File: src/assert_macros.svh
// Assertion macros used by the top-level RTL file.
`ifndef ASSERT_MACROS_SVH
`define ASSERT_MACROS_SVH

// Same-cycle implication, disabled during reset.
`define ASSERT_IMPLY(label, clk, rst_n, ante, cons) \
    label: assert property (@(posedge clk) disable iff (!rst_n) (ante) |-> (cons)) \
        else $error("assertion failed");

// Next-cycle implication, disabled during reset.
`define ASSERT_NEXT(label, clk, rst_n, ante, cons) \
    label: assert property (@(posedge clk) disable iff (!rst_n) (ante) |=> (cons)) \
        else $error("assertion failed");

`endif

File: src/eatrm_pkg.sv
// Types, constants and arithmetic helpers for the Euler angle to rotation matrix block.
package eatrm_pkg;

    localparam int ANGLE_W         = 16;
    localparam int OUT_W           = 16;
    localparam int ANGLE_FRAC_BITS = 13;
    localparam int OUT_FRAC_BITS   = 14;
    localparam int INT_FRAC        = 30;
    localparam int ANGLE_SHIFT     = INT_FRAC - ANGLE_FRAC_BITS;
    localparam int ROUND_SHIFT     = INT_FRAC - OUT_FRAC_BITS;
    localparam int CORDIC_STAGES_DEF = 16;
    localparam int ATAN_COUNT      = 24;
    localparam int NUM_LANES       = 3;

    localparam int WRAP_W  = 34;
    localparam int PHASE_W = 32;
    localparam int VEC_W   = 33;
    localparam int SUM_W   = 34;
    localparam int QOUT_W  = SUM_W - ROUND_SHIFT + 1;

    localparam logic signed [WRAP_W-1:0] Q_PI      = 34'sd3373259426;
    localparam logic signed [WRAP_W-1:0] Q_HALF_PI = 34'sd1686629713;
    localparam logic signed [WRAP_W-1:0] Q_TWO_PI  = 34'sd6746518852;
    localparam logic signed [VEC_W-1:0]  Q_GAIN    = 33'sd652032874;

    localparam logic signed [PHASE_W-1:0] ATAN_Q30 [ATAN_COUNT] = '{
        32'sd843314857, 32'sd497837829, 32'sd263043837, 32'sd133525159,
        32'sd67021687,  32'sd33543516,  32'sd16775851,  32'sd8388437,
        32'sd4194283,   32'sd2097149,   32'sd1048576,   32'sd524288,
        32'sd262144,    32'sd131072,    32'sd65536,     32'sd32768,
        32'sd16384,     32'sd8192,      32'sd4096,      32'sd2048,
        32'sd1024,      32'sd512,       32'sd256,       32'sd128
    };

    typedef struct packed {
        logic signed [ANGLE_W-1:0] roll_angle;
        logic signed [ANGLE_W-1:0] pitch_angle;
        logic signed [ANGLE_W-1:0] yaw_angle;
    } t_in;

    typedef struct packed {
        logic signed [OUT_W-1:0] m11;
        logic signed [OUT_W-1:0] m12;
        logic signed [OUT_W-1:0] m13;
        logic signed [OUT_W-1:0] m21;
        logic signed [OUT_W-1:0] m22;
        logic signed [OUT_W-1:0] m23;
        logic signed [OUT_W-1:0] m31;
        logic signed [OUT_W-1:0] m32;
        logic signed [OUT_W-1:0] m33;
    } t_out;

    typedef struct packed {
        logic signed [PHASE_W-1:0] a;
        logic signed [VEC_W-1:0]   x;
        logic signed [VEC_W-1:0]   y;
        logic                      neg;
    } t_lane;

    typedef t_lane [NUM_LANES-1:0] t_lanes;

    function automatic logic signed [VEC_W-1:0] qmul(input logic signed [VEC_W-1:0] a,
                                                    input logic signed [VEC_W-1:0] b);
        logic signed [2*VEC_W-1:0] p;
        p = a * b;
        p = p + $signed((2*VEC_W)'(64'd1 << (INT_FRAC - 1)));
        return p[INT_FRAC+VEC_W-1:INT_FRAC];
    endfunction

    function automatic logic signed [OUT_W-1:0] to_out(input logic signed [SUM_W-1:0] v);
        logic signed [SUM_W:0]    w;
        logic signed [QOUT_W-1:0] q;
        logic signed [QOUT_W-1:0] one;
        w   = $signed({v[SUM_W-1], v}) + $signed((SUM_W+1)'(64'd1 << (ROUND_SHIFT - 1)));
        q   = w[SUM_W:ROUND_SHIFT];
        one = $signed(QOUT_W'(64'd1 << OUT_FRAC_BITS));
        if (q > one) begin
            q = one;
        end else if (q < -one) begin
            q = -one;
        end
        return q[OUT_W-1:0];
    endfunction

endpackage

File: src/eatrm_cell.sv
// One CORDIC rotation step for the three angle lanes.
module eatrm_cell import eatrm_pkg::*; #(
    parameter int STAGE = 0
) (
    input  logic   i_clk,
    input  logic   i_rst_n,
    input  logic   i_valid,
    output logic   o_ready,
    input  t_lanes i_lanes,
    output logic   o_valid,
    input  logic   i_ready,
    output t_lanes o_lanes
);

    localparam logic signed [PHASE_W-1:0] ATAN = ATAN_Q30[STAGE];

    logic   r_valid;
    t_lanes r_lanes;
    t_lanes n_lanes;

    assign o_ready = !r_valid || i_ready;
    assign o_valid = r_valid;
    assign o_lanes = r_lanes;

    always_comb begin
        logic signed [VEC_W-1:0] xs;
        logic signed [VEC_W-1:0] ys;
        for (int l = 0; l < NUM_LANES; l++) begin
            xs = $signed(i_lanes[l].x) >>> STAGE;
            ys = $signed(i_lanes[l].y) >>> STAGE;
            n_lanes[l].neg = i_lanes[l].neg;
            if (!i_lanes[l].a[PHASE_W-1]) begin
                n_lanes[l].x = i_lanes[l].x - ys;
                n_lanes[l].y = i_lanes[l].y + xs;
                n_lanes[l].a = i_lanes[l].a - ATAN;
            end else begin
                n_lanes[l].x = i_lanes[l].x + ys;
                n_lanes[l].y = i_lanes[l].y - xs;
                n_lanes[l].a = i_lanes[l].a + ATAN;
            end
        end
    end

    always_ff @(posedge i_clk) begin
        if (!i_rst_n) begin
            r_valid <= 1'b0;
        end else if (o_ready) begin
            r_valid <= i_valid;
        end
        if (o_ready && i_valid) begin
            r_lanes <= n_lanes;
        end
    end

endmodule

File: config.mk
export PLATFORM = sky130hd
export DESIGN_NAME = eatrm_cell
export DESIGN_NICKNAME = d
export VERILOG_FILES = /design/src/assert_macros.svh /design/src/eatrm_pkg.sv /design/src/eatrm_cell.sv
export SDC_FILE = /design/constraint.sdc
export NUM_CORES = 1
export LEC_CHECK = 0
export ABC_AREA = 0
export BUFFER_PORTS_ARGS = -buffer_cell sky130_fd_sc_hd__buf_2
export CAP_MARGIN = 20
export CELL_PAD_IN_SITES_DETAIL_PLACEMENT = 1
export CELL_PAD_IN_SITES_GLOBAL_PLACEMENT = 2
export CORE_MARGIN = 1
export CORE_UTILIZATION = 34
export DETAILED_ROUTE_END_ITERATION = 10
export PLACE_DENSITY = 0.9
export SLEW_MARGIN = 20
export SYNTH_ARGS = -nofsm -noshare
export SYNTH_HDL_FRONTEND = slang
export SYNTH_SLANG_ARGS = --single-unit
File: constraint.sdc
create_clock -name i_clk -period 12 [get_ports i_clk]
set_clock_uncertainty 0.15 [all_clocks]
set_input_delay 1.2 -clock i_clk [delete_from_list [all_inputs] [get_ports i_clk]]
set_output_delay 1.2 -clock i_clk [all_outputs]
set_load 0.1 [all_outputs]
* Yosys cells after proc, flatten, opt, wreduce, memory -nomap -nowiden
Cells that the tools add are included.
** Storage, ports and cells
- Flip-flop bits (word level) :: 298
- Bits of input ports :: 301
- Logic and storage cells :: 34
** Cells by class
- Add/sub/neg operators :: 15
- Multiplexer cells :: 3
- Reduce and logical (&&, ||, !) cells :: 3
** Operators with widths (count)
- $mux 98 :: 3
- $sub 33x33->33 :: 6
- $add 33x33->33 :: 3
- $add 32x31->32 const B :: 3
- $sub 32x31->32 const B :: 3
- $logic_and 1x1->1 :: 1
- $logic_not 1->1 :: 1
- $logic_or 1x1->1 :: 1

* Logic depth before layout (Yosys ltp)
Gate-level depths: netlist (run 1).
- Depth after elaboration :: 3
- Depth in mapped cells :: 14

* Worst setup path after synthesis (run 1)
No wires, ideal clock.
- Path kind :: input port to flip-flop
- Start :: input port i_ready
- End :: register r_lanes, in the netlist o_lanes[0] (enable)
- Library setup time :: 0.690 ns
- Data arrival time :: 8.752 ns
- Data required time :: 11.160 ns
- Setup slack :: 2.408 ns
- Stages on the path :: 2
- Cells stage by stage :: nand2b_1 and2_1
** On the way
- Word-level cells in the longest chain between the ends :: 2
** RTL lines
- start, declared :: RTL line eatrm_cell.sv:11 : input logic i_ready,
- $logic_or 1x1->1 :: RTL line eatrm_cell.sv:21 : assign o_ready = !r_valid || i_ready;
- $logic_and 1x1->1 :: RTL line eatrm_cell.sv:50 : if (o_ready && i_valid) begin
- end signal, assigned :: RTL line eatrm_cell.sv:51 : r_lanes <= n_lanes;
- end, declared :: RTL line eatrm_cell.sv:18 : t_lanes r_lanes;
No other way between the ends.
A chain may end at the register's enable or synchronous reset.

==> run summary, run 1 <==
Summing the sequential cell areas from Yosys gives 30.3% of the chip area. The worst-case IR drop observed on VDD is 110 µV. For the initial antenna violation count, the log shows 34. The run gives 0.00885 mm² as the sequential cell area. For this run, asynchronously set or reset flops after synthesis account for 0%. TritonCTS built the clock tree. The placeable core region was 0.0851 mm²; the count of H-tree levels built during CTS was 2. Across every metal layer, demand over resource in global routing totals 25.4%. The worst-case reg-to-reg path depth came out at 4.

STA classifies the critical path endpoint as a flop. The count of state elements after synthesis was 295; the worst slew slack as a fraction of its limit was 34.8%. Leaving out fill and tap cells, the most frequent cell in the layout is sky130_fd_sc_hd__buf_2. The tools report the post-synthesis cell area as 0.0292 mm².

In this run, distinct cell masters in the synthesized netlist total 82. In this run the core area contains 107 standard-cell rows. The run gives 27900 as the routed via count.

CTS placed an instance of sky130_fd_sc_hd__clkbuf_16 at the clock tree root. The first detailed-routing pass took 5 iterations. At the pin with the least slew margin, the transition time is 0.979 ns.

Static timing analysis puts the maximum clock frequency at 0.217 GHz. Once the clock tree was built, the resizer swapped 0 gates to a different size. The tools report the combined area of the multi-input logic cells as 0.0186 mm². For this run, the share of the core covered by cells in the final layout is 40.8%. The floorplan step defined a die boundary enclosing 0.0871 mm².

The relative area change from synthesis to final layout came out at 18.8%. The critical path is of the input port to flop type. The cell count after placement is 4984.

Dividing the detail-routed wire length by the instance count gives 22.7 µm. Global routing finished with a remaining overflow of 0. The run gives 28600 as the via count of the first global-routing pass. The final count of hold timing violations came out at 0. Setup repair after global routing left no endpoint under its margin.

CTS saw 295 sinks. The post-route setup TNS came out at 0 ns. The leakage power of the design is 15.8 nW, and the insertion delay to the later sink of the worst-skew pair is 0.57 ns. Buffers inserted during clock tree synthesis total 41. The routed design could run at a clock period as short as 4.60 ns. The number of maximum-capacitance constraint violations was 0; the die outline width was 295 µm.

The effective utilization at floorplan is 34.3%, and the flop-to-flop setup slack is 8.72 ns. The dominant synthesized flop cell is sky130_fd_sc_hd__edfxtp_1. After clock tree synthesis, the clock-pin slew on the worst setup and hold paths is 0.06 ns. For this run, the number of Yosys warnings is 0. Wires add up to 115 mm.

The final max-slew violation count was 0. On the critical path, the stage with the largest delay is an instance of sky130_fd_sc_hd__nor3_1. After detailed routing, the number of vias per cell comes to 5.50. The number of nets handed over by synthesis was 4052. For the number of endpoints failing setup at the final stage, the log shows 0. In the layout the commonest cells are sky130_fd_sc_hd__buf_2 (596), sky130_fd_sc_hd__a21oi_1 (392), sky130_fd_sc_hd__ha_1 (378), sky130_fd_sc_hd__inv_1 (322), sky130_fd_sc_hd__edfxtp_1 (294). Once detail routing completed, the nets flagged for antenna violations numbered 0. After detailed routing, the number of remaining DRC violations is 0. In the final layout, the share of cells above drive strength 1 is 18.6%. For the global-route wire length before repair, the log shows 171 mm. For the number of buffers on the longest clock path, the log shows 3.

Data on the critical path is required at its endpoint by 12.17 ns. The congestion estimate from routability-driven global placement came to 0.935. The count of port buffers added during placement was 599.

Entering global routing, the biggest net connects 99 pins. In this run the mean area of a mapped cell was 8.69 µm². For the fill cell instance count of the final layout, the log shows 10400.

The number of setup buffers added after CTS is 0. Synthesis produced a netlist whose cell count is 3361. The flow ran to the end, and the final reports show no timing, DRC or antenna violations.

For this design the top-level I/O count stands at 600. The layout net count came out at 4574. For this design, the CTS-stage hold fixing added 0 buffers. Once layout is complete, the cells apart from fillers number 5075. The maximum fanout count along the critical path came out at 14. In this run the vertical extent of the chip is 295 µm. The worst hold path belongs to the class flop to flop. The violation count after the first detailed-routing iteration is 1698, and the post-place setup slack is 6.82 ns. Power spread over the standard cell area amounts to 150 mW/mm². Data on the critical path arrives at its endpoint at 4.78 ns. The worst setup path is launched from an input port.

Hold-critical path depth: 2. The number of enable-type register cells in the synthesized netlist was 294; the longest individual stage delay on the worst path was 0.76 ns. The HPWL after detailed placement is 91.3 mm. Traced cell by cell, the critical path runs through buf_2, ha_1, inv_1, a21oi_1, o311ai_0, a221o_1, nor3_1, o311ai_0, a21oi_1, o21a_1, o21ai_0, xnor2_1. Once routing completed, OpenROAD measured the worst setup slack at 7.40 ns. In the finished design, the share of the clock period the worst path needs comes to 38.4%.
## registers in the layout, indices dropped and copies added, names as in the netlist
register	count
o_valid	1
o_lanes	294
## synthesized netlist by cell type (all sizes together) (31+ instances only)
cell type / n / area (µm²)
inv: 326 / 1220
buf: 36 / 158
a21o: 131 / 983
ha: 378 / 4730
nand2b: 40 / 250
clkbuf: 96 / 360
a21oi: 392 / 1960
nand2: 173 / 649
o21ai: 235 / 1180
o21a: 31 / 233
mux2i: 42 / 420
xnor2: 212 / 1860
o31ai: 41 / 323
o21bai: 60 / 450
edfxtp: 294 / 8830
nor2b: 34 / 213
nor2: 255 / 957
a211oi: 32 / 250
xor2: 61 / 534
nand3: 55 / 275
nor3: 55 / 275
## critical path, delay by kind of cell
family	cells	cell delay [ns]
compound gates	7	1.70
simple gates	1	0.76
fa+ha+maj	1	0.59
buf+inv	2	0.34
xor+xnor	1	0.16
## worst paths after layout
path | start | end
worst max register to register | o_valid | o_lanes[7]
worst min-delay path | o_valid | o_valid
worst max-delay path | i_lanes[151] | o_lanes[131]
worst min register to register | o_valid | o_valid
## through the flow
stage                     power [mW]  instance area (µm²)  hold WS, ns
after floorplan                 3.28                29200         1.15
after global placement          3.83                33200        0.371
after detailed placement        3.85                33200        0.391
after CTS                       5.23                34700        0.403
after global routing            5.41                34700        0.430
final                           5.20                34700        0.399
## report_power, final
part / switching, mW / internal [mW] / leakage [nW] / total, mW
Sequential: 0.0552 / 1.34 / 2.85 / 1.40
Clock: 0.532 / 0.821 / 0.710 / 1.35
Combinational: 1.88 / 0.569 / 12.2 / 2.45
## logic make-up (layout without fill, tap and decap cells)
group / after synthesis / count (layout) / synth area share [%]
buffers and inverters: 464 / 1018 / 6.04
other: 0 / 16 / 0
AND/OR/NAND/NOR: 760 / 760 / 12.3
AO/OA/AOI/OAI: 1136 / 1136 / 24.7
adder cells (fa/ha/maj): 390 / 390 / 17.0
multiplexers: 43 / 43 / 1.48
flip-flops: 295 / 295 / 30.3
XOR/XNOR: 273 / 273 / 8.18
## per-layer routing
layer  routed length, µm  global-route usage (%)  share of wire [%]
met2               53900                    42.4                 47
met1               48700                    32.0                 42
met4                3910                    9.26                3.4
met3                8280                    5.44                7.2
met5                 207                       0               0.18
## cell type report
type                    count  area share [%]
clock inverters            34            1.21
multi-input cells        2602            53.6
inverters                 332            3.59
diodes                     16           0.115
well taps                1144            4.12
clock buffers              41            2.96
flip-flops and latches    295            25.5
repair buffers            611            8.93
No activity file was read; power rests on OpenSTA's default activity.
==> inputs of run 2 (changes only) <==
--- a/config.mk
+++ b/config.mk
@@ -11,9 +11,9 @@
 export CELL_PAD_IN_SITES_DETAIL_PLACEMENT = 1
 export CELL_PAD_IN_SITES_GLOBAL_PLACEMENT = 2
 export CORE_MARGIN = 1
-export CORE_UTILIZATION = 34
+export CORE_UTILIZATION = 31
 export DETAILED_ROUTE_END_ITERATION = 10
-export PLACE_DENSITY = 0.9
+export PLACE_DENSITY = 0.86
 export SLEW_MARGIN = 20
 export SYNTH_ARGS = -nofsm -noshare
 export SYNTH_HDL_FRONTEND = slang
==> constraint.sdc (replaced) <==
create_clock -name i_clk -period 3.8 [get_ports i_clk]
set_clock_uncertainty 0.15 [all_clocks]
set_input_delay 0.38 -clock i_clk [delete_from_list [all_inputs] [get_ports i_clk]]
set_output_delay 0.38 -clock i_clk [all_outputs]
set_load 0.1 [all_outputs]
==> run 2 against run 1 <==
Final cell count rose by 6.3%. Total power rose to 3.2 times the previous value. Design area rose by 5.3%. Worst hold slack got worse by 0.38 ns. Critical path type unchanged. Critical path depth rose by 2. Highest routed layer unchanged. Non-clock buffer count rose by 212. Sequential power rose to 3.2 times the previous value. Global-route usage fell by 1.4 points. First-iteration DRC count rose by 7.7%. Sequential cell count did not move. Setup slack got worse by 7.3 ns.
==> run summary, run 2 (synthesis results as in run 1) <==
The standard cell with the maximum stage delay on the critical path was sky130_fd_sc_hd__dlygate4sd3_1. Timing-limited maximum frequency: 0.270 GHz. The share of post-route cells with drive strength above 1 is 22.5% (+3.9 points), and the number of remaining DRC errors is 0 (unchanged). The maximum fanout count along the critical path is 3 (-11). The count of H-tree levels built during CTS is 2 (unchanged).

The tools report the logic gate share of total power as 48.2% (+1.1 points). The core utilization of the finished layout was 39.1% (-1.6 points). The run finished with clean final reports.

The data arrival at the endpoint of the critical path was 3.90 ns (-0.88 ns). The run gives 177 mm (+3.3%) as the global-route wire length before repair. TritonCTS built the clock tree. CTS placed an instance of sky130_fd_sc_hd__clkbuf_16 at the clock tree root.

The count of port buffers added during placement works out to 599 (unchanged). The placeable core region is 0.0933 mm² (+9.6%). After layout, the worst path uses 97.3% of the clock period. The post-place setup slack is -0.112 ns (-6.94 ns).

The relative area change from synthesis to final layout is 25.1%, and the clock-pin slew of the registers on the worst-case setup and hold paths is 0.06 ns (about the same). The logs give 0.60 ns (+0.03 ns) for the insertion delay to the later sink of the worst-skew pair and 89 (-10%) for the largest net degree at the start of global routing. For the final max-slew violation count, the log shows 0 (unchanged).

STA classifies the critical path startpoint as an input port. The slew at the pin closest to its max-slew limit was 1.00 ns (+0.0247 ns). The dominant delay contributor by cell family on the critical path was compound AO/OA/AOI/OAI gates. The longest individual stage delay on the worst path is 0.54 ns (-0.22 ns).

The power density normalized to cell area came out at 460 mW/mm² (+210%). The run gives 4787 (+4.7%) as the layout net count. The cell type with the highest occurrence count on the critical path is sky130_fd_sc_hd__a21o_1.

The die area was 0.0955 mm² (+9.6%). The number of post-CTS setup repair buffers was 0 (unchanged); the violation count after the first detailed-routing iteration was 1829 (+7.7%). The logs give 97.1 mm (+6.3%) for the post-DP HPWL and 5393 (+6.3%) for the post-route non-filler standard cell count.

The run gives 0.102 ns (-7.29 ns) as the post-layout worst setup margin. For the total grt overflow, the log shows 0 (unchanged). The logs give 0 (unchanged) for the post-detailed-route count of antenna-violating nets and 6 (+1) for the first-pass detailed-route iteration total.

The tools report the clock sink total as 295 (unchanged). The final count of hold timing violations came out at 0 (unchanged). The minimum hold slack is 0.0223 ns (-0.376 ns), and the power spent charging and discharging nets is 7.94 mW (+220%). The tools report the sequential fraction of design power as 26.3% (-0.6 points). The run gives 11300 (+8.9%) as the fill cell instance count of the final layout. The final routed wire length divided by cell count came out at 22.0 µm (-2.7%).

The critical path capture point type is a flop. Setup repair after global routing left no endpoint under its margin. Final wirelength: 119 mm (+3.4%).

The number of endpoints failing setup at the final stage was 0 (unchanged). The run gives 29500 (+3.4%) as the via count of the first global-routing pass. The cell count after placement came out at 5296 (+6.3%). The effective utilization at floorplan was 31.3% (-3.0 points); the number of top-level pins was 600 (unchanged).

The run gives 3 (unchanged) as the number of buffers on the longest clock path. Type of the worst min-delay path: input port to flop. The tools report the total global routing track utilization as 24.0% (-1.4 points).

The worst slew slack as a fraction of its limit was 33.1% (-1.6 points); the y dimension of the die was 309 µm (+4.7%). The switching share of power is 47.2% (-0.30 points). Leaving out fill and tap cells, the most frequent cell in the layout is sky130_fd_sc_hd__buf_2. Leaving out fill and tap cells, the most frequent cells in the layout are sky130_fd_sc_hd__buf_2 (596), sky130_fd_sc_hd__a21oi_1 (392), sky130_fd_sc_hd__ha_1 (378), sky130_fd_sc_hd__inv_1 (322), sky130_fd_sc_hd__edfxtp_1 (294). The run gives 25.5% (-0.5 points) as the clock network fraction of design power.

The category of the critical setup timing path is input port to flop. The post-detailed-route via-to-cell ratio came out at 5.33 (-3.2%). The routed via count is 28700 (+2.8%).

The buffers plus inverters on the worst setup path was 3 (+1). The die outline width came out at 309 µm (+4.7%). The global placer's final weighted congestion came out at 0.924 (-1.1%). The number of maximum-capacitance constraint violations came out at 0 (unchanged). For the leakage power of the design, the log shows 16.9 nW (+6.6%). The logs give 42 (+2.4%) for the TritonCTS buffer count and 4.00 ns (-8.17 ns) for the required time at the worst-slack endpoint. The logs give 34 (unchanged) for the initial antenna violation count and 8.88 mW (+230%) for the internal power summed over all cells.

The worst path in the final design needs a cycle of 3.70 ns, including I/O delays and setup. The signal on the critical path passes through dlygate4sd3_1, buf_2, fa_1, a211oi_1, o21bai_1, a311oi_1, buf_4, o311ai_1, a31o_1, a21o_1, a21o_1, a21oi_1, o21ai_1, xor2_1. The flip-flop count of the largest register after layout was 294 (unchanged); the number of placement rows was 112 (+4.7%).

For the maximum vdd ir drop, the log shows 329 µV (+200%).
run 2: final cells by class:
class	count	area, µm²	share of cell area (%)
Timing Repair Buffer	823	4790	13.1
Multi-Input combinational cell	2602	18600	50.9
Clock buffer	48	1070	2.94
Clock inverter	30	374	1.02
Inverter	332	1250	3.41
Tap cell	1254	1570	4.29
Antenna cell	9	22.5	0.0616
Sequential cell	295	8850	24.2
run 2: per-stage QoR:
stage                     setup TNS, ns  power [mW]  area, µm²
after global routing                  0        17.5      36500
after CTS                             0        16.9      36500
after floorplan                       0        10.3      29200
after global placement          -0.0434        12.4      35000
final                                 0        16.8      36500
after detailed placement         -0.221        12.5      35000
run 2: what timing repair did:
| item | CTS | global route |
|---|---|---|
| gates resized for setup | 0 | 1 |
| setup endpoints to repair | 0 | 1 |
| hold buffers | 10 | 0 |
| hold endpoints to repair | 9 | 0 |
run 2: per-layer routing:
| layer | part of all wire, % | track usage [%] |
|---|---|---|
| met2 | 47 | 40.0 |
| met4 | 2.9 | 7.84 |
| met3 | 6.9 | 5.20 |
| met1 | 43 | 30.5 |
| met5 | 0.18 | 0 |
run 2: path summary, 6_finish.rpt:
| kind | slack (ns) | endpoint | startpoint | cells after the start |
|---|---|---|---|---|
| worst max-delay path | 0.10 | o_lanes[196] | i_lanes[166] | 14 |
| worst min-delay path | 0.02 | o_lanes[67] | i_lanes[67] | 2 |
| worst max register to register | 1.90 | o_lanes[135] | o_valid | 4 |
| worst min register to register | 0.71 | o_lanes[0] | o_valid | 2 |
run 2: power groups by stage:
stage | clock (mW) | combinational (mW) | sequential, mW
after floorplan | 0 | 2.81 | 7.52
after global placement | 0 | 7.97 | 4.48
after detailed placement | 0 | 8.03 | 4.49
after CTS | 4.41 | 8.08 | 4.43
after global routing | 4.50 | 8.55 | 4.45
final | 4.30 | 8.10 | 4.42
